==> src/sv/vdk_pkg.sv <==
// shared types and constants of the velocity differentiator kalman bank
`timescale 1ns / 1ps
package vdk_pkg;

  localparam int unsigned CHANNELS_DEF = 16;
  localparam int unsigned CH_W         = 4;
  localparam int unsigned VEL_W        = 32;
  localparam int unsigned IVL_W        = 24;
  localparam int unsigned ACC_W        = 32;
  localparam int unsigned DIFF_W       = 33;
  localparam int unsigned DIV_W        = 56;
  localparam int unsigned DIV_CNT_W    = 5;
  localparam int unsigned QUOT_W       = 32;
  localparam int unsigned CFG_IDX_W    = 8;

  localparam logic [19:0]        MICROS     = 20'd1000000;
  localparam logic [IVL_W-1:0]   MIN_IVL    = 24'd1;
  localparam logic [31:0]        COV_RESET  = 32'd65536;
  localparam logic [31:0]        QN_RESET   = 32'd32768;
  localparam logic [31:0]        RN_RESET   = 32'd262144;
  localparam logic [DIV_CNT_W-1:0] ITER_RAW  = 5'd31;
  localparam logic [DIV_CNT_W-1:0] ITER_GAIN = 5'd16;

  // register indexes
  localparam logic [CFG_IDX_W-1:0] REG_PROCESS_NOISE = 8'd0;
  localparam logic [CFG_IDX_W-1:0] REG_MEAS_NOISE    = 8'd1;
  localparam logic [CFG_IDX_W-1:0] REG_INIT_COV      = 8'd2;
  localparam logic [CFG_IDX_W-1:0] REG_FILTER_EN     = 8'd3;

  typedef enum logic [1:0] {
    KIND_SKIP,
    KIND_HOLD,
    KIND_CALC
  } kind_e;

  typedef struct packed {
    logic [CH_W-1:0]          ch;
    kind_e                    kind;
    logic signed [DIFF_W-1:0] diff;
    logic [IVL_W-1:0]         interval;
  } job_t;

  typedef struct packed {
    logic                 start;
    logic [DIV_W-1:0]     num;
    logic [DIV_W-1:0]     den;
    logic [DIV_CNT_W-1:0] iters;
  } div_req_t;

  typedef struct packed {
    logic              done;
    logic [QUOT_W-1:0] quot;
  } div_rsp_t;

endpackage

==> src/sv/vdk_fifo.sv <==
// two-entry job queue between front and back
`timescale 1ns / 1ps
module vdk_fifo
  import vdk_pkg::*;
(
  input  logic clk_i,
  input  logic rst_ni,
  input  logic push_i,
  input  job_t push_data_i,
  output logic full_o,
  input  logic pop_i,
  output job_t pop_data_o,
  output logic empty_o
);

  job_t       mem_q [2];
  logic       wr_ptr_q;
  logic       rd_ptr_q;
  logic [1:0] count_q;

  assign full_o     = (count_q == 2'd2);
  assign empty_o    = (count_q == 2'd0);
  assign pop_data_o = mem_q[rd_ptr_q];

  // pointers and fill count
  always_ff @(posedge clk_i or negedge rst_ni) begin
    if (!rst_ni) begin
      wr_ptr_q <= 1'b0;
      rd_ptr_q <= 1'b0;
      count_q  <= 2'd0;
    end else begin
      if (push_i) wr_ptr_q <= ~wr_ptr_q;
      if (pop_i) rd_ptr_q <= ~rd_ptr_q;
      if (push_i && !pop_i) count_q <= count_q + 2'd1;
      else if (pop_i && !push_i) count_q <= count_q - 2'd1;
    end
  end

  // entry storage
  always_ff @(posedge clk_i) begin
    if (push_i) mem_q[wr_ptr_q] <= push_data_i;
  end

endmodule

==> config.mk <==
export PLATFORM = sky130hd
export DESIGN_NAME = vdk_fifo
export DESIGN_NICKNAME = d
export VERILOG_FILES = /design/src/sv/vdk_pkg.sv /design/src/sv/vdk_fifo.sv
export SDC_FILE = /design/constraint.sdc
export NUM_CORES = 1
export LEC_CHECK = 0
export ABC_AREA = 1
export BUFFER_PORTS_ARGS = -buffer_cell sky130_fd_sc_hd__clkbuf_2
export CAP_MARGIN = 20
export CORE_UTILIZATION = 30
export DETAILED_ROUTE_END_ITERATION = 7
export HOLD_SLACK_MARGIN = 0.08
export SLEW_MARGIN = 20
export SYNTH_ARGS = -nofsm -noshare
export SYNTH_HDL_FRONTEND = slang
export SYNTH_SLANG_ARGS = --single-unit
==> constraint.sdc <==
create_clock -name clk_i -period 6.52 [get_ports clk_i]
set_input_delay 0.978 -clock clk_i [delete_from_list [all_inputs] [get_ports clk_i]]
set_output_delay 0.978 -clock clk_i [all_outputs]
set_load 0.05 [all_outputs]
==> flow_metrics.tcl <==
set metrics [dict create \
    synth_area_um2 5050 \
    numPortBuffers 131 \
    status "finished clean" \
    ios 132 \
    grt-ovfl-total 0 \
    num_rows 47 \
    synth_top_area_cell "edfxtp_1" \
    final_nets 435 \
    power_density_nw_per_um2 521 \
    synth_top_area_frac 0.749 \
    die_w_um 132 \
    synth-seq-area-share 0.769 \
    antenna_found_initial 0 \
    gp_congestion 0.674 \
    maxCapViolCount 0 \
    fillers 1541 \
    post-place-ws_ns 3.64 \
    vias 2466 \
    synth_area_leaders "edfxtp_1, mux2_4, buf_12" \
    grt_pass1_wl_mm 13.3 \
    r2r-start "wr_ptr_q" \
    reg2reg_to "mem_q[0][10]" \
    drive_gt1_frac 0.592 \
    peakVddDrop_mv 0.249 \
    cts_setup_buffers 0 \
    clk_pin_slew_ns 0.05 \
    max_freq_mhz 321 \
    setup_viol 0 \
    worstSetupStartpointType "register" \
    syn_inst 221 \
    rsz0062_at_grt "no" \
    synth_nets 289 \
    fin_ws_ns 3.40 \
    fp.dieH_um 132 \
    start_util 0.306 \
    ys_ff_latch 130 \
    drc 0 \
    fin_crit_ns 3.12 \
    core_area_um2 16500 \
    cp.arrival_ns 2.14 \
    dr.pass1.iters 4 \
    whs_ns 0.373 \
    grt_max_degree 38 \
    r2r_cells 2 \
    yosysWarnings 0 \
    slew_headroom 0.443 \
    hold_path_class "in2async" \
    tightest_slew_ns 0.834 \
    avgSynthCellArea_um2 22.9 \
    hpwlAfterDp_mm 5.63 \
    cts-root-buf "clkbuf_16" \
    path_class "reg2out" \
    critical_path.endpoint_type "output port" \
    htree_levels 4 \
    finalClockSkew_ns 0.00487 \
    yosys.cell_types.count 14 \
    multi_input_area_um2 1020 \
    insertedDiodeCount 0 \
    post_cts_resized 0 \
    final_util 0.388 \
    cts_num_sinks 130 \
    postCtsHoldBufs 0 \
    grt_pass1_vias 2598 \
    finalMaxSlewViolations 0 \
    fin_crit_sh 0.478 \
    grt.total_usage 0.105 \
    cts_tree "done" \
    drtIter0Drc 72 \
    vias_per_cell 4.13 \
    crit_required_ns 5.54 \
    numCtsBuffers 17 \
    seqCellArea_um2 3890 \
    postRouteAntennaNets 0 \
    area_growth_syn_to_layout_pct 26.9 \
    timing.final.hold_violations 0 \
    clk_latency_ns 0.40 \
    wire_per_inst_um 14.4 \
    clk_path_buf_depth 2 \
    cp_max_fo 37 \
    die-area_um2 17400 \
    tns_ns 0 \
    power_leakage_nw 2.62 \
    routed_wl_mm 8.57 \
    r2r_setup_slack_ns 4.43 \
]
[worst max-delay path, stage by stage (launching register included)]
cell	delay, ns
dfrtp_4	0.78
buf_16	0.30
mux2_2	0.37
clkbuf_2	0.23
[synthesized netlist by cell type]
cell / count
nand2_1: 5
edfxtp_1: 126
nand3_1: 1
buf_12: 6
mux2_2: 4
buf_6: 1
ha_1: 1
inv_1: 7
xnor2_1: 1
nor2_1: 3
nand4_1: 1
mux2_4: 59
dfrtp_1: 4
xor2_1: 2
[cell type report]
| class | instances | share of cell area |
|---|---|---|
| Multi-Input combinational cell | 77 | 0.159 |
| Clock buffer | 20 | 0.0681 |
| Timing Repair Buffer | 134 | 0.109 |
| Tap cell | 220 | 0.0429 |
| Sequential cell | 130 | 0.606 |
| Clock inverter | 9 | 0.0107 |
| Inverter | 7 | 0.00410 |
[cell families after synthesis]
group	count (synthesis)	synth area share
muxes	63	0.184
and+or+nand+nor	10	0.00817
DFF	130	0.769
buffers and inverters	14	0.0312
adders and majority gates	1	0.00248
xor gates and xnor gates	3	0.00520
[per-layer routing]
metal	GRT usage	wire (um)	vias up
met1	0.113	3540	1231
li1	-	-	1152
met5	0	0	-
met2	0.176	4410	74
met3	0.0442	486	9
met4	0.0581	129	0
[through the flow]
stage	instance area, um2	std cells	power (mW)
detailed placement	5910	568	2.57
global placement	5880	567	2.54
global route	6410	597	3.49
CTS	6410	597	3.40
finish	6410	597	3.34
floorplan	5050	221	2.37
[cells in the final DEF, fill, tap and decap left out, drive strengths merged, types with 2 or more instances in the layout]
cell    instances
clkbuf        151
mux2           63
xor2            2
dfrtp           4
edfxtp        126
nor2            3
inv             7
clkinv          7
nand2           5
buf             3
[flip-flops by register name, indices dropped and copies added, names as in the netlist]
signal and flops:
mem_q 126, count_q 2, rd_ptr_q 1, wr_ptr_q 1
[where the power goes]
part / total [mW] / switching [mW] / internal [mW]
sequential: 1.21 / 0.0929 / 1.11
combinational: 1.32 / 0.894 / 0.426
clock: 0.816 / 0.307 / 0.509
total: 3.34 / 1.29 / 2.05
[worst max path at each step]
stage,start,cells past startpoint,slack [ns],to
6_report,rd_ptr_q,3,3.40,pop_data_o[62]
5_1_grt,rd_ptr_q,3,3.28,pop_data_o[62]
3_5_place_dp,push_i,4,3.64,mem_q[0][10]
2_1_floorplan,push_i,2,2.37,mem_q[0][0]
3_3_place_gp,rd_ptr_q,2,3.63,pop_data_o[56]
4_1_cts,rd_ptr_q,3,3.35,pop_data_o[62]
Note: power is estimated with default switching activity, not from simulation.
