<file path="config.mk">
export PLATFORM = sky130hd
export DESIGN_NAME = vdk_front
export DESIGN_NICKNAME = d
export VERILOG_FILES = /design/src/sv/vdk_pkg.sv /design/src/sv/vdk_front.sv
export SDC_FILE = /design/constraint.sdc
export NUM_CORES = 1
export LEC_CHECK = 0
export ABC_CLOCK_PERIOD_IN_PS = 8130
export BUFFER_PORTS_ARGS = -buffer_cell sky130_fd_sc_hd__buf_2
export CAP_MARGIN = 20
export CORE_UTILIZATION = 55
export DETAILED_ROUTE_END_ITERATION = 10
export GPL_ROUTABILITY_DRIVEN = 0
export MAX_ROUTING_LAYER = met4
export PLACE_DENSITY = 0.7
export SYNTH_ARGS = -nofsm -noshare
export SYNTH_HDL_FRONTEND = slang
export SYNTH_SLANG_ARGS = --single-unit
export TNS_END_PERCENT = 20
</file>
<file path="constraint.sdc">
create_clock -name clk_i -period 8.13 [get_ports clk_i]
set_input_delay 1.626 -clock clk_i [delete_from_list [all_inputs] [get_ports clk_i]]
set_output_delay 1.626 -clock clk_i [all_outputs]
set_load 0.03 [all_outputs]
</file>
<file path="src/sv/vdk_pkg.sv">
// shared types and constants of the velocity differentiator kalman bank
`timescale 1ns / 1ps
package vdk_pkg;

  localparam int unsigned CHANNELS_DEF = 16;
  localparam int unsigned CH_W         = 4;
  localparam int unsigned VEL_W        = 32;
  localparam int unsigned IVL_W        = 24;
  localparam int unsigned ACC_W        = 32;
  localparam int unsigned DIFF_W       = 33;
  localparam int unsigned DIV_W        = 56;
  localparam int unsigned DIV_CNT_W    = 5;
  localparam int unsigned QUOT_W       = 32;
  localparam int unsigned CFG_IDX_W    = 8;

  localparam logic [19:0]        MICROS     = 20'd1000000;
  localparam logic [IVL_W-1:0]   MIN_IVL    = 24'd1;
  localparam logic [31:0]        COV_RESET  = 32'd65536;
  localparam logic [31:0]        QN_RESET   = 32'd32768;
  localparam logic [31:0]        RN_RESET   = 32'd262144;
  localparam logic [DIV_CNT_W-1:0] ITER_RAW  = 5'd31;
  localparam logic [DIV_CNT_W-1:0] ITER_GAIN = 5'd16;

  // register indexes
  localparam logic [CFG_IDX_W-1:0] REG_PROCESS_NOISE = 8'd0;
  localparam logic [CFG_IDX_W-1:0] REG_MEAS_NOISE    = 8'd1;
  localparam logic [CFG_IDX_W-1:0] REG_INIT_COV      = 8'd2;
  localparam logic [CFG_IDX_W-1:0] REG_FILTER_EN     = 8'd3;

  typedef enum logic [1:0] {
    KIND_SKIP,
    KIND_HOLD,
    KIND_CALC
  } kind_e;

  typedef struct packed {
    logic [CH_W-1:0]          ch;
    kind_e                    kind;
    logic signed [DIFF_W-1:0] diff;
    logic [IVL_W-1:0]         interval;
  } job_t;

  typedef struct packed {
    logic                 start;
    logic [DIV_W-1:0]     num;
    logic [DIV_W-1:0]     den;
    logic [DIV_CNT_W-1:0] iters;
  } div_req_t;

  typedef struct packed {
    logic              done;
    logic [QUOT_W-1:0] quot;
  } div_rsp_t;

endpackage

</file>
<file path="src/sv/vdk_front.sv">
// front end: takes samples, keeps prior velocities, classifies jobs
`timescale 1ns / 1ps
module vdk_front
  import vdk_pkg::*;
#(
  parameter int unsigned CHANNELS = CHANNELS_DEF
) (
  input  logic                    clk_i,
  input  logic                    rst_ni,
  input  logic                    in_valid_i,
  output logic                    in_stall_o,
  input  logic [CH_W-1:0]         channel_i,
  input  logic signed [VEL_W-1:0] velocity_i,
  input  logic [IVL_W-1:0]        interval_us_i,
  input  logic                    full_i,
  output logic                    push_o,
  output job_t                    job_o
);

  localparam int unsigned IW = (CHANNELS > 1) ? $clog2(CHANNELS) : 1;

  logic signed [VEL_W-1:0] prior_v_q [CHANNELS];
  logic [CHANNELS-1:0]     prior_ok_q;
  logic [IW-1:0]           idx;
  logic                    ch_ok;
  logic                    accept;

  assign in_stall_o = full_i;
  assign accept     = in_valid_i && !full_i;
  assign push_o     = accept;
  assign idx        = IW'(channel_i);
  assign ch_ok      = (32'(channel_i) < CHANNELS);

  // classify the sample and form the velocity difference
  always_comb begin
    job_o.ch       = channel_i;
    job_o.interval = interval_us_i;
    job_o.diff     = {velocity_i[VEL_W-1], velocity_i}
                   - {prior_v_q[idx][VEL_W-1], prior_v_q[idx]};
    if (!ch_ok) job_o.kind = KIND_SKIP;
    else if (prior_ok_q[idx] && (interval_us_i > MIN_IVL)) job_o.kind = KIND_CALC;
    else job_o.kind = KIND_HOLD;
  end

  // prior sample store
  always_ff @(posedge clk_i or negedge rst_ni) begin
    if (!rst_ni) begin
      prior_ok_q <= '0;
      for (int i = 0; i < CHANNELS; i++) prior_v_q[i] <= '0;
    end else if (accept && ch_ok) begin
      prior_v_q[idx]  <= velocity_i;
      prior_ok_q[idx] <= 1'b1;
    end
  end

endmodule

</file>
==> flow_metrics.tcl <==
set metrics [dict create \
    critPathSlowestCell "buf_8" \
    crit_cells 14 \
    fin_crit_ns 7.84 \
    synth-edff-count 0 \
    ys_async_sr_fraction_pct 100 \
    yosys_warnings 0 \
    max-clock-path-buffers 3 \
    die-area_sq_um 47500 \
    hpwl_um 36900 \
    grt_first_pass_wirelength_um 96200 \
    io_buffers 126 \
    track_usage_pct 28.1 \
    timing.critical_path.buf_inv 4 \
    reg2regPathDepth 1 \
    cts-hold-fix-buffers 0 \
    layout-drive-gt1-share_pct 51.8 \
    yosys.area.top_type "dfrtp_1" \
    drtIter0Drc 1151 \
    synth-main-ff-cell "dfrtp_1" \
    tightest_slew_ns 0.951 \
    dp.cells 2313 \
    worstSetupPathType "in -> out" \
    syn2layout_area_growth_pct 11.7 \
    period_share_pct 96.4 \
    yosysSeqAreaShare_pct 51.6 \
    multi_input_area_sq_um 11500 \
    grt_start_max_net_pins 173 \
    synth.distinct_cells 53 \
    design_area_sq_um 28600 \
    regArea_sq_um 13200 \
    die_h_um 218 \
    drt_wl_total_um 61900 \
    clk_latency_ns 0.60 \
    numCtsBuffers 56 \
    status "finished clean" \
    rows 78 \
    place_ws_ns 0.364 \
    grt_pass1_vias 15700 \
    layout.nets 1870 \
    crit_end "job_o[54]" \
    max_stage_delay_ns 0.55 \
    core-area_sq_um 45700 \
    fin_cells 2421 \
    synthTopCellsByArea "dfrtp_1, mux2_2, mux4_2, ha_1, buf_4" \
    worstPathCellList "buf_8 -> buf_4 -> mux4_2 -> mux4_2 -> inv_1 -> ha_1 -> a21oi_1 -> nand2_1 -> o21ai_0 -> nand3_1 -> a31oi_1 -> o21ai_0 -> xor2_1 -> buf_2" \
    synth.net_count 1807 \
    hold_path.class "reg -> reg" \
    r2r_end "prior_ok_q[13]" \
    r2r_setup_slack_ns 7.33 \
    crit_fanout 64 \
    post_drt_wl_per_cell_um 25.6 \
    fin_skew_ns 0 \
    root_buffer "clkbuf_16" \
    cts_resized 0 \
    syn_avg_cell_area_sq_um 15.0 \
    ant_nets 0 \
    arrival_ns 6.21 \
    endpoint_kind "output port" \
    cts.clk_slew.worst_paths_ns 0.06 \
    synth_top_area_share_pct 51.6 \
    cp-start-kind "primary input" \
    crit_family "compound AO/OA/AOI/OAI gates" \
    setup_tns_ns 0 \
    finalSetupViolations 0 \
    reg2reg_from "prior_ok_q[13]" \
    dr.pass1.iters 8 \
    max_freq_ghz 0.128 \
    ir_worst_vdd_mv 0.234 \
    num_vias 15100 \
    antenna_found_initial 3 \
    finalPower_mw 8.11 \
    netlist_instances 1710 \
    power_leakage_nw 13.0 \
    synth.cell_area_sq_um 25600 \
    cts_tree "yes" \
    drc 0 \
    p_per_area_nw_per_um2 283 \
    postCtsSetupRepairBufs 0 \
    required_ns 6.50 \
    vias_per_cell 6.24 \
    hold_slack_ns 0.464 \
    maxCapViolCount 0 \
    worst_slew_margin_rel_pct 36.6 \
    cts_sinks 528 \
    io_pins 129 \
    finalMaxSlewViolations 0 \
    rsz0062_at_grt "no" \
    placed_cell_area_sq_um 26600 \
    cts_htree_levels 2 \
    initial_utilization_pct 56.1 \
    synth-seq-cells 528 \
    die_x_um 218 \
    n_fill_cell 3389 \
    finish.utilization_pct 62.7 \
    gr-total-overflow 0 \
    fin_ws_ns 0.294 \
    crit_start "channel_i[0]" \
    hold_viol_final 0 \
]
## layout make-up
class | instances | area share (%)
diodes | 3 | 0.0262
multi-input cells | 985 | 40.1
well taps | 600 | 2.62
clock inverters | 23 | 1.21
clock buffers | 80 | 5.81
flip-flops and latches | 528 | 46.1
repair buffers | 160 | 3.51
inverters | 42 | 0.551
## placed cells by master, fill, tap and decap left out, types with 5 or more instances in the layout
cell type and instances:
clkinv_2 11, a21oi_1 32, buf_4 28, nand3_1 9, a21o_1 14, mux4_2 164, buf_12 5, nor3_1 7
ha_1 32, nor2_1 13, inv_1 42, a31oi_1 5, nor2b_1 9, nand2_2 9, nand2_1 46, bufinv_16 9
buf_2 122, nand4_1 7, nand2b_1 17, xnor2_1 11, dfrtp_1 528, clkbuf_8 15, or2_2 7, o211ai_1 5
mux2_2 493, nor4_1 7, o21ai_0 38, xor2_1 17, clkbuf_1 8, clkbuf_16 57
## power by group
part           internal, mW  switching [mW]
clock                  1.70            1.05
combinational         0.939            1.02
sequential             3.14           0.250
total                  5.78            2.33
## logic make-up after synthesis
logic type      Yosys count  share of synthesized area (%)
buf+inv                 197                           3.83
flops                   528                           51.6
compound gates          117                           2.81
simple gates            148                           3.06
mux                     659                           36.2
xor+xnor                 28                          0.957
fa+ha+maj                33                           1.64
## worst min-delay path by stage
stage                              start              to  cells after the start
after floorplan           prior_ok_q[10]  prior_ok_q[10]                      1
after global placement    prior_ok_q[10]  prior_ok_q[10]                      1
after detailed placement   prior_ok_q[6]   prior_ok_q[6]                      1
after CTS                  prior_ok_q[1]   prior_ok_q[1]                      1
after global routing      prior_ok_q[14]  prior_ok_q[14]                      1
final                     prior_ok_q[10]  prior_ok_q[10]                      1
## layer usage
metal,track usage [%],wire (um),vias to the layer above
met2,42.4,29300,479
met3,4.25,3370,89
met1,40.2,27900,8112
met5,-,0,-
li1,-,-,6423
met4,7.39,1280,0
## synthesized netlist by cell type (2+ instances only)
cell,count
mux2i_1,2
nor3_2,2
nor4_1,7
buf_1,3
or3_1,2
o21ai_0,38
and3_1,4
buf_4,44
nand2_2,3
nand3_1,9
buf_2,49
nor2_1,14
o221ai_1,2
inv_1,42
a21boi_0,3
buf_6,2
ha_1,32
clkbuf_1,57
a31oi_1,5
nor2b_1,10
nand4_1,7
nor3_1,7
xnor2_1,11
a211oi_1,3
a21o_1,14
o21ai_1,3
nand2b_1,17
o21bai_1,2
o211ai_1,5
or2_2,7
nor3b_2,2
dfrtp_1,528
a21oi_1,32
mux4_2,164
mux2_2,493
nand2_1,52
xor2_1,17
## flip-flops by register name, summed over array words and instances, names as in the netlist
register,flops
prior_v_q,512
prior_ok_q,16
No activity file was read; power rests on OpenSTA's default activity.
