`src/sv/vdk_pkg.sv`:
```
// shared types and constants of the velocity differentiator kalman bank
`timescale 1ns / 1ps
package vdk_pkg;

  localparam int unsigned CHANNELS_DEF = 16;
  localparam int unsigned CH_W         = 4;
  localparam int unsigned VEL_W        = 32;
  localparam int unsigned IVL_W        = 24;
  localparam int unsigned ACC_W        = 32;
  localparam int unsigned DIFF_W       = 33;
  localparam int unsigned DIV_W        = 56;
  localparam int unsigned DIV_CNT_W    = 5;
  localparam int unsigned QUOT_W       = 32;
  localparam int unsigned CFG_IDX_W    = 8;

  localparam logic [19:0]        MICROS     = 20'd1000000;
  localparam logic [IVL_W-1:0]   MIN_IVL    = 24'd1;
  localparam logic [31:0]        COV_RESET  = 32'd65536;
  localparam logic [31:0]        QN_RESET   = 32'd32768;
  localparam logic [31:0]        RN_RESET   = 32'd262144;
  localparam logic [DIV_CNT_W-1:0] ITER_RAW  = 5'd31;
  localparam logic [DIV_CNT_W-1:0] ITER_GAIN = 5'd16;

  // register indexes
  localparam logic [CFG_IDX_W-1:0] REG_PROCESS_NOISE = 8'd0;
  localparam logic [CFG_IDX_W-1:0] REG_MEAS_NOISE    = 8'd1;
  localparam logic [CFG_IDX_W-1:0] REG_INIT_COV      = 8'd2;
  localparam logic [CFG_IDX_W-1:0] REG_FILTER_EN     = 8'd3;

  typedef enum logic [1:0] {
    KIND_SKIP,
    KIND_HOLD,
    KIND_CALC
  } kind_e;

  typedef struct packed {
    logic [CH_W-1:0]          ch;
    kind_e                    kind;
    logic signed [DIFF_W-1:0] diff;
    logic [IVL_W-1:0]         interval;
  } job_t;

  typedef struct packed {
    logic                 start;
    logic [DIV_W-1:0]     num;
    logic [DIV_W-1:0]     den;
    logic [DIV_CNT_W-1:0] iters;
  } div_req_t;

  typedef struct packed {
    logic              done;
    logic [QUOT_W-1:0] quot;
  } div_rsp_t;

endpackage

```
`src/sv/vdk_div.sv`:
```
// iterative restoring divider, one quotient bit per cycle
`timescale 1ns / 1ps
module vdk_div
  import vdk_pkg::*;
(
  input  logic     clk_i,
  input  logic     rst_ni,
  input  div_req_t req_i,
  output div_rsp_t rsp_o
);

  logic                 busy_q;
  logic                 done_q;
  logic [DIV_CNT_W-1:0] cnt_q;
  logic [DIV_W-1:0]     rem_q;
  logic [DIV_W-1:0]     dsh_q;
  logic [QUOT_W-1:0]    quot_q;
  logic                 fits;

  assign fits       = (rem_q >= dsh_q);
  assign rsp_o.done = done_q;
  assign rsp_o.quot = quot_q;

  // iteration control
  always_ff @(posedge clk_i or negedge rst_ni) begin
    if (!rst_ni) begin
      busy_q <= 1'b0;
      done_q <= 1'b0;
      cnt_q  <= '0;
    end else begin
      done_q <= 1'b0;
      if (req_i.start) begin
        busy_q <= 1'b1;
        cnt_q  <= req_i.iters;
      end else if (busy_q) begin
        cnt_q <= cnt_q - 1'b1;
        if (cnt_q == DIV_CNT_W'(1)) begin
          busy_q <= 1'b0;
          done_q <= 1'b1;
        end
      end
    end
  end

  // remainder, shifted divisor and quotient
  always_ff @(posedge clk_i) begin
    if (req_i.start) begin
      rem_q  <= req_i.num;
      dsh_q  <= req_i.den;
      quot_q <= '0;
    end else if (busy_q) begin
      if (fits) rem_q <= rem_q - dsh_q;
      quot_q <= {quot_q[QUOT_W-2:0], fits};
      dsh_q  <= dsh_q >> 1;
    end
  end

endmodule

```
`config.mk`:
```
export PLATFORM = sky130hd
export DESIGN_NAME = vdk_div
export DESIGN_NICKNAME = d
export VERILOG_FILES = /design/src/sv/vdk_pkg.sv /design/src/sv/vdk_div.sv
export SDC_FILE = /design/constraint.sdc
export NUM_CORES = 1
export LEC_CHECK = 0
export ABC_AREA = 1
export BUFFER_PORTS_ARGS = -buffer_cell sky130_fd_sc_hd__buf_2
export CAP_MARGIN = 30
export CORE_MARGIN = 2
export CORE_UTILIZATION = 55
export DETAILED_ROUTE_END_ITERATION = 6
export HOLD_SLACK_MARGIN = 0.12
export MAX_ROUTING_LAYER = met4
export PLACE_DENSITY = 0.77
export SETUP_SLACK_MARGIN = 0.1
export SLEW_MARGIN = 20
export SYNTH_ARGS = -nofsm -noshare
export SYNTH_HDL_FRONTEND = slang
export SYNTH_SLANG_ARGS = --single-unit
```
`constraint.sdc`:
```
create_clock -name clk_i -period 11.7 [get_ports clk_i]
set_clock_uncertainty 0.05 [all_clocks]
set_input_delay 2.34 -clock clk_i [delete_from_list [all_inputs] [get_ports clk_i]]
set_output_delay 2.34 -clock clk_i [all_outputs]
set_load 0.005 [all_outputs]
```
==> results.cfg, run 1 <==
[cts]
cts_root_buffer = clkbuf_16
clock-sinks = 151
clock_latency_ps = 450
cts_setup_buffers = 0
cts_buffer_depth = 2
cts-buffers-inserted = 17
hold_buffers = 0
clk_pin_slew_ps = 70
cts_resized = 0
cts_tree = done
htree_levels = 4

[setup_path]
crit_slowest_cell = nand3_2
end_kind = flop
rr_worst_depth = 15
required_ps = 11800
critPathMaxStageDelay_ps = 860
criticalPathCategory = input pin to flop
startpoint_type = input pin
crit_chain = buf_6 -> inv_2 -> nand3_2 -> buf_4
arrival_ps = 4920
worstPathMaxFanout = 105

[routing]
first_pass_iters = 5
via_count = 10800
wirelength_microns = 32700
wl_per_cell_microns = 15.1
vias_per_cell = 5.01
antenna_left = 0
first_iter_violations = 771
drc = 0

[layout]
multi_input_area_sq_mm = 0.00565
drive_gt1_share_pct = 13.8
layoutNonFillerInstCount = 2166
regArea_sq_mm = 0.00418
syn2layout_area_growth_pct = 14.3
num_antenna_cells = 0
nets = 2062
fillers = 1952

[run]
maxCapViolCount = 0

[synthesis]
yosysTopAreaCellShare_pct = 29.5
netlist_top_cells_count = nand2_1 (673), inv_1 (376), edfxtp_1 (112), nand3_1 (89), nor2_1 (83)
synth_nets = 1919
synthFlopType = edfxtp_1
synth_area_leaders = edfxtp_1 (29%), nand2_1 (22%), inv_1 (12%)
syn_inst = 1740
yosysSeqAreaShare_pct = 36.6
async_reset_ff_share_pct = 4.64
yosys_warnings = 0
synth.avg_cell_area_sq_um = 6.56
yosysUniqueCellTypes = 36
syn_area_sq_mm = 0.0114
synth_most_common_cell = nand2_1
ys_ff_latch = 151
yosysTopAreaCell = edfxtp_1
synth_edf_count = 112

[die]
start_util_pct = 56.2
coreArea_sq_mm = 0.0203
die_w_microns = 148
die_area_sq_mm = 0.0219
fp-row-count = 52
fp.dieH_microns = 148
io_pins = 153

[sta]
max_slew_margin_pct = 33.0
maxSlewViolCount = 0
finalCriticalPeriod_ps = 4820
max_freq_ghz = 0.208
hold_viol_final = 0
tightestPinTransition_ps = 1000
worst_slack_ps = 6880
setup_tns_ps = 0
finalSetupViolCount = 0
rsz0062_at_grt = false
fin_crit_sh_pct = 41.2

[power_and_ir_drop]
p_leak_uw = 0.00704
max-vdd-ir-drop_v = 0.000126
clockPowerShare_pct = 17.1
seq_power_share_pct = 24.5
p_sw_share_pct = 49.9
switching_power_uw = 1660
total_power_uw = 3340
power_frac_comb_pct = 58.5
p_per_area_mw_per_mm2 = 256
p_int_uw = 1670

[placed_design]
gp_congestion = 0.994
preCtsSetupSlack_ps = 6420
dp.cells = 2134
io_buffers = 152
dp_hpwl_microns = 25700

[global_routing]
grtUsageTotal_pct = 31.3
grt_max_degree = 106
grt_first_pass_wirelength_microns = 52000
first_global_vias = 10400
overflow = 0
antenna_found_initial = 0

[status]
run_status = complete, no violations

[worst_hold_path]
holdPathStages = 2
hold_path.class = flop to flop
per-stage QoR:
stage	utilization (%)	hold slack (ps)	instance area, sq um
after floorplan	-	402	11400
after global placement	61.2	414	12400
after detailed placement	61.2	425	12400
after CTS	64.2	436	13000
after global routing	64.2	464	13000
final	64.2	436	13000
cell families after synthesis:
group | after synthesis | synth area share (%)
and+or+nand+nor | 926 | 33.7
DFF | 151 | 36.6
xor gates and xnor gates | 19 | 1.46
AOI/OAI and AO/OA | 165 | 7.78
adders and majority gates | 59 | 6.54
buffers and inverters | 420 | 13.9
critical path, delay by kind of cell:
| family | cells | cell delay [ps] |
|---|---|---|
| and+or+nand+nor | 1 | 860 |
| buffers and inverters | 3 | 1610 |
power by group through the flow:
stage          sequential, uW  combinational (uW)  clock, uW
2_1_floorplan             820                1400          0
3_3_place_gp              820                1880          0
5_1_grt                   831                2200        590
4_1_cts                   818                1920        569
6_report                  816                1950        570
3_5_place_dp              829                1900          0
final cells by class:
cell class	count	area share, %
clock buffers	17	3.26
clock inverters	15	1.41
well taps	270	2.59
repair buffers	156	6.17
inverters	388	11.2
multi-input cells	1169	43.3
flip-flops and latches	151	32.1
registers in the layout (all words and copies together) (netlist names):
register / cells
busy_q: 1
cnt_q: 5
dsh_q: 56
done_q: 1
rem_q: 56
quot_q: 32
layout by cell type (no fill, tap or decap), types with 5 or more instances in the layout:
| master | instances |
|---|---|
| ha_1 | 58 |
| buf_2 | 151 |
| inv_1 | 375 |
| dfxtp_1 | 32 |
| o21ai_0 | 75 |
| edfxtp_1 | 112 |
| nand3_1 | 88 |
| clkbuf_16 | 17 |
| dfrtp_1 | 7 |
| nor2_2 | 23 |
| a21oi_1 | 44 |
| clkinv_8 | 6 |
| nor2_1 | 83 |
| nand4_1 | 9 |
| nand3_2 | 8 |
| nand2_1 | 673 |
| o22ai_1 | 30 |
| xnor2_1 | 11 |
| inv_2 | 12 |
| nor2_4 | 5 |
| nand2_2 | 13 |
| xor2_1 | 8 |
| o21ai_1 | 7 |
| nor3_1 | 7 |
| or2_2 | 9 |
final timing paths:
check                                       start                endpoint  slack (ps)
max in group asynchronous                  rst_ni    cnt_q[4]$_DFFE_PN0P_        9770
min in group asynchronous                  rst_ni        busy_q$_DFF_PN0_        1670
hold reg to reg            quot_q[0]$_SDFFE_PP0P_  quot_q[0]$_SDFFE_PP0P_         440
hold / removal             quot_q[0]$_SDFFE_PP0P_  quot_q[0]$_SDFFE_PP0P_         440
setup / recovery                       req_i[117]     rem_q[24]$_DFFE_PP_        6880
setup reg to reg               rem_q[0]$_DFFE_PP_     rem_q[24]$_DFFE_PP_        7850
per-layer routing:
metal | global-route usage, % | wire length, microns
met1 | 41.9 | 14900
met2 | 48.3 | 14400
met3 | 5.83 | 2430
met4 | 10.4 | 1000
met5 | - | 0
Note: power is estimated with default switching activity, not from simulation.
==> inputs of run 2 (changes only) <==
==> constraint.sdc (replaced) <==
create_clock -name clk_i -period 5.05 [get_ports clk_i]
set_clock_uncertainty 0.05 [all_clocks]
set_input_delay 1.01 -clock clk_i [delete_from_list [all_inputs] [get_ports clk_i]]
set_output_delay 1.01 -clock clk_i [all_outputs]
set_load 0.005 [all_outputs]
==> run 2 against run 1 <==
  * Cell count rose by 0.14%
  * Total power up 130%
  * Non-clock buffer count up 3
  * Worst setup slack worse by 5200 ps
  * Register-to-register slack worse by 6200 ps
  * Flip-flop and latch count unchanged
  * Sequential share of layout area about the same
  * Final area barely moved
  * Highest routed layer unchanged
  * Global-route usage is 0.54 points lower
  * Critical path depth rose by 11
  * Via count about the same
  * Clock power increased by 130%
==> results.cfg, run 2 (synthesized netlist as in run 1, its figures left out) <==
[sta]
hold_viol_final = 0
finalSetupViolCount = 0
max_freq_ghz = 0.297
rsz0062_at_grt = false
max_slew_margin_pct = 48.6
tightestPinTransition_ps = 771
maxSlewViolCount = 0
fin_crit_sh_pct = 66.7
setup_tns_ps = 0
finalCriticalPeriod_ps = 3370

[worst_hold_path]
hold_path.class = input pin to asynchronous set/reset pin

[setup_path]
end_kind = flop
required_ps = 5170
crit_slowest_cell = nand3_2
criticalPathCategory = flop to flop
r2r_start = rem_q[0]$_DFFE_PP_
rrSetupSlack_ps = 1680
r2r_end = rem_q[34]$_DFFE_PP_
critPathMaxStageDelay_ps = 590
startpoint_type = flop
crit_chain = inv_1 -> ha_1 -> inv_1 -> fa_1 -> nand2_1 -> nand3_1 -> nand3_1 -> nand2_2 -> nand2_1 -> nand3_2 -> nand2_1 -> nand2_1 -> nand2_1 -> nand3_2 -> buf_4
arrival_ps = 3490
rr_worst_depth = 15
worstPathBufferInverterCount = 3
cp_top_family = simple AND/OR/NAND/NOR gates
worstPathMaxFanout = 27
crit_top_cell = nand2_1

[layout]
final_cell_mix = nand2_1 (673), inv_1 (375), buf_2 (151)
nets = 2065
drive_gt1_share_pct = 13.9
syn2layout_area_growth_pct = 14.4
largestRegisters = dsh_q x56, rem_q x56, quot_q x32
num_antenna_cells = 0
fillers = 1967
multi_input_area_sq_mm = 0.00565
fin_util_pct = 64.3
final_common_cell = nand2_1
regArea_sq_mm = 0.00418

[power_and_ir_drop]
max-vdd-ir-drop_v = 0.000270
p_per_area_mw_per_mm2 = 592
p_leak_uw = 0.00706

[global_routing]
first_global_vias = 10200
grt_busiest_layer = met2
use_met3_pct = 4.01
overflow = 0
grtUsageTotal_pct = 30.8
grt_max_degree = 103
grt.met2_usage_pct = 47.4
antenna_found_initial = 0
grt_first_pass_wirelength_microns = 51200
grt_use_met1_pct = 42.6

[routing]
antenna_left = 0
wirelength_microns = 32300
vias_per_cell = 5.00
via_count = 10800
first_pass_iters = 6
drc = 0
wl_per_cell_microns = 14.9
first_iter_violations = 692

[cts]
cts_resized = 0
clock_latency_ps = 450
clock-sinks = 151
cts_setup_buffers = 0
cts_buffer_depth = 2
cts_tree = done
cts-buffers-inserted = 17
htree_levels = 4
hold_buffers = 0
cts_root_buffer = clkbuf_16
clk_pin_slew_ps = 80

[die]
die_w_microns = 148
fp.dieH_microns = 148
fp-row-count = 52
die_area_sq_mm = 0.0219
start_util_pct = 56.2
io_pins = 153
coreArea_sq_mm = 0.0203

[status]
run_status = complete, no violations

[placed_design]
gp_congestion = 0.964
io_buffers = 152
dp_hpwl_microns = 25500

[run]
maxCapViolCount = 0
## run 2: cell types whose count changed in the layout (fill, tap and decap cells not counted), sizes merged
| cell | delta |
|---|---|
| buf | +3 |
| clkinvlp | -2 |
| clkinv | -1 |
| inv | +3 |
## run 2: through the flow
| stage | area, sq um | power (uW) | instances | hold slack (ps) | setup WS [ps] |
|---|---|---|---|---|---|
| CTS | 13000 | 7680 | 2169 | 335 | 1630 |
| finish | 13000 | 7720 | 2169 | 330 | 1680 |
| detailed placement | 12400 | 6350 | 2137 | 423 | 1620 |
| floorplan | 11400 | 5140 | 1740 | 402 | 1290 |
| global route | 13000 | 8360 | 2169 | 340 | 1420 |
| global placement | 12400 | 6280 | 2137 | 423 | 1730 |
## run 2: metal layers
layer | vias to the layer above | wire, microns
met3 | 44 | 2160
li1 | 5643 | -
met4 | 0 | 914
met2 | 364 | 14000
met1 | 4786 | 15300
met5 | - | 0
## run 2: cell type report
class / instances / share of cell area, %
Multi-Input combinational cell: 1169 / 43.3
Sequential cell: 151 / 32.0
Inverter: 388 / 11.2
Timing Repair Buffer: 159 / 6.28
Clock buffer: 17 / 3.26
Tap cell: 270 / 2.59
Clock inverter: 15 / 1.37
## run 2: worst max path at each step
| stage | start | end | slack [ps] | depth (start not counted) |
|---|---|---|---|---|
| after CTS | rem_q[0]$_DFFE_PP_ | rem_q[34]$_DFFE_PP_ | 1630 | 15 |
| after detailed placement | req_i[117] | dsh_q[34]$_DFFE_PP_ | 1620 | 4 |
| final | rem_q[0]$_DFFE_PP_ | rem_q[34]$_DFFE_PP_ | 1680 | 15 |
| after floorplan | rem_q[0]$_DFFE_PP_ | rem_q[0]$_DFFE_PP_ | 1290 | 14 |
| after global placement | req_i[117] | dsh_q[31]$_DFFE_PP_ | 1730 | 4 |
| after global routing | rem_q[0]$_DFFE_PP_ | rem_q[33]$_DFFE_PP_ | 1420 | 15 |
## run 2: power by group
group	internal, uW	leakage [uW]	switching [uW]
Clock	671	0.000296	648
Sequential	1780	0.00153	108
Combinational	1430	0.00523	3080
Total	3880	0.00706	3840
==> inputs of run 3 (changes only) <==
==> constraint.sdc (replaced) <==
create_clock -name clk_i -period 3.43 [get_ports clk_i]
set_clock_uncertainty 0.05 [all_clocks]
set_input_delay 0.686 -clock clk_i [delete_from_list [all_inputs] [get_ports clk_i]]
set_output_delay 0.686 -clock clk_i [all_outputs]
set_load 0.005 [all_outputs]
==> run 3 against run 2 <==
  * Hold slack improved by 83 ps
  * Sequential share of layout area fell by 0.15 points
  * Worst setup slack worse by 1200 ps
  * Sequential power up 48%
  * Clock power grew 48%
  * Routed wire length rose by 2.0%
  * First-iteration DRC count up 16%
  * Cell count is 0.14% higher
  * Maximum frequency increased by 13%
  * Highest routed layer unchanged
==> results.cfg, run 3 (synthesized netlist as in run 1, its figures left out) <==
[power_and_ir_drop]
max-vdd-ir-drop_v = 0.000467
p_per_area_mw_per_mm2 = 875
p_leak_uw = 0.00708

[sta]
finalSetupViolCount = 0
setup_tns_ps = 0
hold_viol_final = 0
max_slew_margin_pct = 58.0
finalCriticalPeriod_ps = 2990
rsz0062_at_grt = false
maxSlewViolCount = 0
tightestPinTransition_ps = 629
whs_ps = 413
max_freq_ghz = 0.335
fin_crit_sh_pct = 87.1

[cts]
cts_tree = done
cts_setup_buffers = 0
cts_resized = 0
clock_latency_ps = 450
cts-buffers-inserted = 17
clk_pin_slew_ps = 70
cts_root_buffer = clkbuf_16
cts_buffer_depth = 2
htree_levels = 4
clock-sinks = 151

[routing]
antenna_left = 0
vias_per_cell = 4.99
wl_per_cell_microns = 15.2
drc = 0
first_iter_violations = 800
via_count = 10800
wirelength_microns = 33000
first_pass_iters = 6

[placed_design]
gp_congestion = 0.997
dp_hpwl_microns = 26200
io_buffers = 152

[global_routing]
grt_first_pass_wirelength_microns = 52500
antenna_found_initial = 0
grt_max_degree = 148
overflow = 0
grtUsageTotal_pct = 31.6
first_global_vias = 10200

[worst_hold_path]
hold_path.class = input pin to flop
worstHoldStart = req_i[4]
holdPathStages = 3
whs_endpoint = cnt_q[4]$_DFFE_PN0P_

[setup_path]
worstPathMaxFanout = 24
crit_chain = inv_1 -> ha_1 -> inv_1 -> fa_1 -> nand2_1 -> nand3_1 -> nand3_1 -> nand2_2 -> nand2_1 -> nand3_2 -> nand2_1 -> nand2_1 -> nand2_1 -> nand3_2 -> buf_12
end_kind = flop
worstPathBufferInverterCount = 3
startpoint_type = flop
crit_top_cell = nand2_1
criticalPathCategory = flop to flop
rr_worst_depth = 15
required_ps = 3560
r2r_start = rem_q[0]$_DFFE_PP_
cp_top_family = simple AND/OR/NAND/NOR gates
arrival_ps = 3120
rrSetupSlack_ps = 440
crit_slowest_cell = fa_1
critPathMaxStageDelay_ps = 430
r2r_end = rem_q[1]$_DFFE_PP_

[die]
io_pins = 153
start_util_pct = 56.2
fp.dieH_microns = 148
coreArea_sq_mm = 0.0203
die_w_microns = 148
fp-row-count = 52
die_area_sq_mm = 0.0219

[status]
run_status = complete, no violations

[layout]
syn2layout_area_growth_pct = 14.9
regArea_sq_mm = 0.00418
nets = 2068
multi_input_area_sq_mm = 0.00565
largestRegisters = dsh_q x56, rem_q x56, quot_q x32
fillers = 1883
final_cell_mix = nand2_1 (673), inv_1 (375), buf_2 (151)
final_common_cell = nand2_1
num_antenna_cells = 0
drive_gt1_share_pct = 14.0

[run]
maxCapViolCount = 0
==> run 3: cell types whose count changed in the layout (fill, tap and decap cells not counted), sizes merged <==
cell / change
buf: +2
clkinv: +1
dlygate4sd3: +1
inv: -1
==> run 3: power breakdown <==
part / internal (uW) / switching, uW / leakage [uW]
logic: 2140 / 4580 / 0.00526
registers: 2620 / 165 / 0.00153
clock network: 987 / 969 / 0.000294
==> run 3: worst max-delay path by stage <==
| stage | startpoint | end | slack (ps) | cells past startpoint |
|---|---|---|---|---|
| after CTS | rem_q[0]$_DFFE_PP_ | rem_q[1]$_DFFE_PP_ | 470 | 15 |
| after floorplan | req_i[117] | dsh_q[0]$_DFFE_PP_ | 120 | 4 |
| final | rem_q[0]$_DFFE_PP_ | rem_q[1]$_DFFE_PP_ | 440 | 15 |
| after global placement | rem_q[0]$_DFFE_PP_ | rem_q[1]$_DFFE_PP_ | 560 | 15 |
| after global routing | rem_q[0]$_DFFE_PP_ | rem_q[1]$_DFFE_PP_ | 220 | 15 |
| after detailed placement | rem_q[0]$_DFFE_PP_ | rem_q[1]$_DFFE_PP_ | 480 | 15 |
==> run 3: metrics by stage <==
stage	setup WS (ps)	utilization (%)	instance area (sq um)	power, uW	instances
floorplan	124	-	11400	7560	1740
global placement	556	61.6	12500	9310	2139
detailed placement	479	61.6	12500	9410	2139
CTS	465	64.6	13100	11400	2172
global route	223	64.6	13100	12400	2172
finish	442	64.6	13100	11500	2172
==> run 3: cell type report <==
type                       instances  area share [%]
timing repair buffer             162            6.73
clock buffer                      17            3.25
multi-input combinational       1169            43.1
tap                              270            2.58
inverter                         388            11.1
clock inverter                    15            1.35
sequential                       151            31.9
==> run 3: routing by layer <==
layer / up-vias / track usage, % / wire (microns) / part of all wire, %
met1: 4827 / 44.4 / 15600 / 47
met3: 26 / 4.35 / 2210 / 6.7
met4: 0 / 6.38 / 425 / 1.3
li1: 5649 / - / - / -
met5: - / - / 0 / 0
met2: 340 / 49.3 / 14800 / 45
==> run 3: what timing repair did <==
item / CTS / global route
setup endpoints to repair: 0 / 0
endpoints found under the hold margin: 7 / 0
hold buffers: 1 / 0
==> run 3: worst reg2reg max path: stages, from the launching register on <==
cell      delay [ps]
edfxtp_1         350
inv_1             60
ha_1             140
inv_1             70
fa_1             430
nand2_1          110
nand3_1           80
nand3_1           90
nand2_2           80
nand2_1           80
nand3_2           90
nand2_1           90
nand2_1           80
nand2_1          110
nand3_2          430
buf_12           370
